<file path="config.mk">
export PLATFORM = sky130hd
export DESIGN_NAME = mves_ctrl
export DESIGN_NICKNAME = d
export VERILOG_FILES = /design/src/design/mves_pkg.sv /design/src/design/mves_ctrl.sv
export SDC_FILE = /design/constraint.sdc
export NUM_CORES = 1
export LEC_CHECK = 0
export BUFFER_PORTS_ARGS = -buffer_cell sky130_fd_sc_hd__buf_2
export CORE_AREA = 2 2 39 41
export CTS_CLUSTER_SIZE = 10
export DETAILED_ROUTE_END_ITERATION = 10
export DIE_AREA = 0 0 41 43
export PLACE_DENSITY_LB_ADDON = 0.05
export SYNTH_ARGS = -nofsm -noshare
export SYNTH_HDL_FRONTEND = slang
export SYNTH_SLANG_ARGS = --single-unit
</file>
<file path="constraint.sdc">
create_clock -name clk -period 1 [get_ports clk]
set_input_delay 0.15 -clock clk [delete_from_list [all_inputs] [get_ports clk]]
set_output_delay 0.15 -clock clk [all_outputs]
set_load 0.005 [all_outputs]
</file>
<file path="src/design/mves_pkg.sv">
// mves_pkg: shared types and constants for the eviction victim selector.
// Used by mves_ctrl, mves_dp and multi_victim_evict_selector. No dependencies.
`timescale 1ns / 1ps

package mves_pkg;

  localparam int SLOT_W      = 6;   // width of a slot field on the ports
  localparam int SKIP_W      = 7;
  localparam int SIZE_W      = 32;
  localparam int STAMP_W     = 64;
  localparam int COUNT_W     = 32;
  localparam int NEED_W      = 40;
  localparam int MAX_VICTIMS = 64;  // victims per request
  localparam int VIDX_W      = 6;   // index into victim list
  localparam int VCNT_W      = 7;   // victim count, holds MAX_VICTIMS

  localparam logic [1:0] POL_FIFO = 2'd0;
  localparam logic [1:0] POL_LRU  = 2'd1;
  localparam logic [1:0] POL_LFU  = 2'd2;

  localparam logic MODE_WRITE = 1'b0;
  localparam logic MODE_EVICT = 1'b1;

  // controller -> datapath
  typedef struct packed {
    logic tbl_wr;      // load one table slot
    logic req_load;    // capture evict request, clear victim state
    logic scan_begin;  // start a minimum search pass
    logic take;        // commit best entry as next victim
    logic emit_rd;     // read victim list entry
    logic emit_load;   // load output register with that victim
    logic out_fail;    // load failure result
    logic out_zero;    // load zero-need success result
  } cmd_t;

  // datapath -> controller
  typedef struct packed {
    logic scan_done;
    logic found;
    logic enough;
    logic full;
    logic empty;
    logic out_taken;
    logic out_last;
  } status_t;

endpackage

</file>
<file path="src/design/mves_ctrl.sv">
// mves_ctrl: request sequencer for the eviction victim selector.
// Depends on mves_pkg; drives mves_dp through cmd_t / status_t.
`timescale 1ns / 1ps

module mves_ctrl (
  input  logic              clk,
  input  logic              rst,
  input  logic              s_tvalid,
  input  logic              mode,
  output logic              s_tready,
  output mves_pkg::cmd_t    cmd,
  input  mves_pkg::status_t status
);

  typedef enum logic [2:0] {
    ST_IDLE,
    ST_CHECK,
    ST_SCAN,
    ST_PICK,
    ST_EMIT_RD,
    ST_EMIT_LD,
    ST_EMIT_WAIT,
    ST_FINAL
  } state_t;

  state_t state;
  logic   accept;

  assign s_tready = (state == ST_IDLE);
  assign accept   = s_tvalid && s_tready;

  always_comb begin
    cmd            = '0;
    cmd.tbl_wr     = accept && (mode == mves_pkg::MODE_WRITE);
    cmd.req_load   = accept && (mode == mves_pkg::MODE_EVICT);
    unique case (state)
      ST_CHECK: begin
        if (status.enough) begin
          cmd.out_zero = status.empty;
        end else if (status.full) begin
          cmd.out_fail = 1'b1;
        end else begin
          cmd.scan_begin = 1'b1;
        end
      end
      ST_PICK: begin
        cmd.take     = status.found;
        cmd.out_fail = !status.found;
      end
      ST_EMIT_RD: cmd.emit_rd   = 1'b1;
      ST_EMIT_LD: cmd.emit_load = 1'b1;
      default: ;
    endcase
  end

  always_ff @(posedge clk) begin
    if (rst) begin
      state <= ST_IDLE;
    end else begin
      unique case (state)
        ST_IDLE: begin
          if (cmd.req_load) state <= ST_CHECK;
        end
        ST_CHECK: begin
          if (status.enough) begin
            state <= status.empty ? ST_FINAL : ST_EMIT_RD;
          end else if (status.full) begin
            state <= ST_FINAL;
          end else begin
            state <= ST_SCAN;
          end
        end
        ST_SCAN: begin
          if (status.scan_done) state <= ST_PICK;
        end
        ST_PICK: begin
          state <= status.found ? ST_CHECK : ST_FINAL;
        end
        ST_EMIT_RD: state <= ST_EMIT_LD;
        ST_EMIT_LD: state <= ST_EMIT_WAIT;
        ST_EMIT_WAIT: begin
          if (status.out_taken) state <= status.out_last ? ST_IDLE : ST_EMIT_RD;
        end
        ST_FINAL: begin
          if (status.out_taken) state <= ST_IDLE;
        end
        default: state <= ST_IDLE;
      endcase
    end
  end

endmodule

</file>
=== Yosys cells after proc, flatten, opt, wreduce, memory -nomap -nowiden ===
Index checks and enable logic that the tools add are counted.

* Bits in registers: 3
* Output and inout port bits: 9

* Equality and inequality tests: 11
* Muxes and demuxes: 21
* Bitwise operators: 1
* Reduce and logical (&&, ||, !) cells: 6

{| class="wikitable"
|+ Operators by type and width
! operator !! number
|-
| 3-bit 2-to-1 mux || 8
|-
| 3-bit case mux with 8 select lines || 1
|-
| 3-bit == test, second input constant || 4
|-
| 1-bit 2-to-1 mux || 10
|-
| 3-bit by 2-bit == test with 1-bit output, second input constant || 2
|-
| 2-bit != test, second input constant || 3
|-
| 4-bit AND reduction || 1
|-
| 3-bit by 1-bit == test with 1-bit output, second input constant || 1
|-
| 1-bit logical AND || 3
|-
| 3-bit zero test || 1
|-
| 2-bit 2-to-1 mux || 1
|-
| 2-bit by 1-bit != test with 1-bit output, second input constant || 1
|-
| 1-bit case mux with 2 select lines || 1
|-
| 1-bit zero test || 1
|-
| 1-bit inverter || 1
|}

=== Logic depth before layout (Yosys ltp) ===
* Depth in word-level cells: 5
* Gate-level depth with buffers: 4
* Depth with buffers taken out: 3

=== Worst setup path after synthesis ===
Ideal clock, no wire load.

* Path kind: register -> register
* From: reg state[0]
* To: reg state[0]
* Setup time: 0.086 ns
* Data arrival time: 0.936 ns
* Required time: 0.914 ns
* Slack: -0.022 ns
* Cell stages (with the launch flop): 5
* Buffers on the path: 1
* Cells stage by stage: dfxtp_1 -> buf_2 -> nand2b_4 -> o22a_1 -> a221oi_2

* Cells in the longest elaborated chain, start to end: 5
* Elaborated cells on any way between the ends: 16
* Classes of those cells: eq/ne (11); mux (1); reduce/logical (4)

{| class="wikitable"
|+ RTL lines
! element !! RTL line !! source
|-
| start, declared || mves_ctrl.sv:26 || <nowiki>state_t state;</nowiki>
|-
| start signal, assigned || mves_ctrl.sv:66 || <nowiki>state <= status.empty ? ST_FINAL : ST_EMIT_RD;</nowiki>
|-
| start signal, assigned || mves_ctrl.sv:77 || <nowiki>state <= status.found ? ST_CHECK : ST_FINAL;</nowiki>
|-
| start signal, assigned || mves_ctrl.sv:82 || <nowiki>if (status.out_taken) state <= status.out_last ? ST_IDLE : ST_EMIT_RD;</nowiki>
|-
| 3-bit zero test || mves_ctrl.sv:29, mves_ctrl.sv:60 ||
|-
| 1-bit logical AND || mves_ctrl.sv:30 || <nowiki>assign accept = s_tvalid && s_tready;</nowiki>
|-
| 1-bit logical AND || mves_ctrl.sv:35 || <nowiki>cmd.req_load = accept && (mode == mves_pkg::MODE_EVICT);</nowiki>
|-
| 2-bit by 1-bit != test with 1-bit output (no source line) || -- ||
|-
| 4-bit AND reduction (no source line) || -- ||
|}

Parallel ways exist; a longest one is shown, timed or not.
A chain may end at the register's enable or synchronous reset.

==> summary.md <==
| Metric | Value |
|---|---|
| Max_cap viols | 0 |
| Routed len/inst | 11.0 um |
| CP max FO | 9 |
| Die Area | 1760 um2 |
| Final Hold Vio Count | 0 |
| Worst setup path category | reg2out |
| Synth Area per Inst | 7.57 um2 |
| RSZ-0062 raised after global routing | yes |
| Register area share after synthesis | 20.3% |
| Most common cell after layout, fill and taps aside | buf_2 |
| Slowest cell delay on critical path | 0.35 ns |
| GR Layer Usage met1 | 14.1% |
| CTS sink count | 3 |
| I/O Buffers | 19 |
| Net switching power | 417 uW |
| Violated checks | negative setup slack |
| Antenna Diode Count | 0 |
| Worst-margin pin slew | 0.236 ns |
| Antenna violations before repair | 0 |
| H-tree level count | 1 |
| Final total power | 1.15 mW |
| Placed cells | 78 |
| Reg with most FFs | state |
| Total Nets Final | 81 |
| CTS Buf Count | 3 |
| Post-DRT Antenna Nets | 0 |
| Die Y | 43 um |
| Routing usage on met3 | 2.09% |
| Tot GR Track Use | 11.8% |
| Top flop regs | state x3 |
| Hold Crit Class | in2reg |
| Final setup fails | 12 |
| Yosys cell types | 23 |
| Met2 usage | 19.1% |
| DP Wirelength | 687 um |
| Top Ports | 20 |
| Iteration-0 DRC Markers | 5 |
| Setup Skew | 0.00491 ns |
| Worst setup margin | -0.272 ns |
| Hold Worst Slack | 0.112 ns |
| GRT overflow | 0 |
| Vias/cell | 4.51 |
| Root Driver | clkbuf_4 |
| DR pass1 iterations | 4 |
| Via Count | 383 |
| Startpoint Class | flip-flop |
| Logic gate share of total power | 59.7% |
| Initial core utilization | 21.3% |
| Worst Path Buf+Inv | 2 |
| Crit path required time | 0.85 ns |
| Clk Latency, worst-skew pair | 0.23 ns |
| Highest Clock Rate | 0.786 GHz |
| Critical path's slowest cell | dfxtp_4 |
| Vias in the first global route | 342 |
| Period utilization | 127% |
| CP Cell Sequence | buf_12 -> nor3b_2 -> a21oi_1 -> nor2_1 -> buf_2 |
| Die span in x | 41 um |
| Gp weighted congestion | 0.716 |
| Setup TNS | -2.16 ns |
| Commonest cells after routing, fill and taps aside | buf_2, buf_4, nand2_1 |
| Status | complete, but fails checks |
| CTS max path bufs | 2 |
| P_leak | 0.266 nW |
| Core area | 1380 um2 |
| Sequential Power Share | 22.1% |
| Ys Warns | 0 |
| WP data arrival | 1.12 ns |
| Internal power | 737 uW |
| Clock power share | 18.2% |
| Max FFs per register | 3 |
| CP endpoint kind | output port |
| Drc violations | 0 |
| Register bit total from synthesis | 3 |
| Fin cells | 85 |
| Net Count, Synth | 50 |
| Critical path's top delay family | flip-flops |
| Row Count | 14 |
| Layout area overhead | 86.0% |
| Share of cells above drive strength 1 | 59.4% |
| Gate Count Post-Synth | 39 |
| Pwr dens | 2100 nW/um2 |
| CTS tree | built |
| Drt total wl | 933 um |
| Largest net degree at the start of global routing | 10 |
| Slew Limit Fails | 0 |
| First-pass GRT wire length | 1390 um |
| CTS clk-pin slew, worst paths | 0.04 ns |
| Slew HR | 84.0% |
| Global routing's busiest layer | met2 |
| Mapped Area | 295 um2 |
| Min Tclk post-route | 1.27 ns |
| # fillers | 150 |
| Sw frac | 36.2% |
| # hold bufs at CTS | 0 |
| Maximum vdd drop | 0.000475 V |
==> what timing repair did <==
item / CTS / global route
setup endpoints to repair: 12 / 12
pin swaps: 6 / 1
buffers inserted: 3 / 0
resized for setup: 11 / 1
==> routing by layer <==
| metal | share of wire, % | vias to the layer above | routed length [um] |
|---|---|---|---|
| met5 | 0 | - | 0 |
| met4 | 0 | 0 | 0 |
| li1 | - | 204 | - |
| met1 | 43 | 167 | 404 |
| met3 | 6.5 | 0 | 61 |
| met2 | 50 | 12 | 466 |
==> cell families after synthesis <==
group                  Yosys count  share of synthesized area [%]
flip-flops                       3                           20.3
multiplexers                     1                           3.39
AND/OR/NAND/NOR                 18                           36.9
buffers and inverters            5                           8.05
AO/OA/AOI/OAI                   12                           31.4
==> synth_stat cells, drive strengths merged <==
cell    number  area share (%)
nand2        5             6.4
a21oi        3             5.1
dfxtp        3              20
inv          3             3.8
nor3         3             6.8
nor3b        3             7.6
and3         2             4.2
buf          2             4.2
nor2         2             2.5
o211ai       2             5.1
o21ai        2             3.4
o21ba        2             6.8
a221oi       1             5.1
and2b        1             2.5
mux2i        1             3.4
nand2b       1             4.7
nor4         1             2.1
o22a         1             3.0
o311ai       1             3.0
==> stage by stage <==
stage,utilization [%],instance area [um2],setup slack [ns]
global placement,32.9,455,-0.0815
floorplan,-,298,-0.00574
global route,39.7,549,-0.312
detailed placement,32.9,455,-0.0972
finish,39.7,549,-0.272
CTS,39.1,541,-0.273
==> final timing paths <==
check | start | end | slack [ns] | cells after the start
worst max-delay path | state[1] | cmd[1] | -0.27 | 5
worst min-delay path | rst | state[0] | 0.11 | 2
worst max register to register | state[1] | state[0] | -0.14 | 4
worst min register to register | state[2] | state[2] | 0.64 | 3
==> final cells by class <==
| type | instances | area [um2] | share of cell area [%] |
|---|---|---|---|
| multi-input cells | 31 | 238 | 43.3 |
| inverters | 3 | 11.3 | 2.05 |
| flip-flops and latches | 3 | 71.3 | 13.0 |
| clock buffers | 4 | 26.3 | 4.78 |
| well taps | 16 | 20.0 | 3.64 |
| repair buffers | 28 | 183 | 33.3 |
==> worst reg2reg max path, stage by stage (launching register included) <==
cell	delay, ns
dfxtp_4	0.35
buf_12	0.14
buf_4	0.14
o22a_1	0.21
a221oi_2	0.20
==> power by group through the flow <==
stage	sequential, mW	combinational (mW)	clock (mW)
finish	0.255	0.689	0.210
global route	0.259	0.760	0.235
CTS	0.252	0.676	0.220
detailed placement	0.223	0.568	0
global placement	0.226	0.579	0
floorplan	0.186	0.346	0
Note: power is estimated with default switching activity, not from simulation.
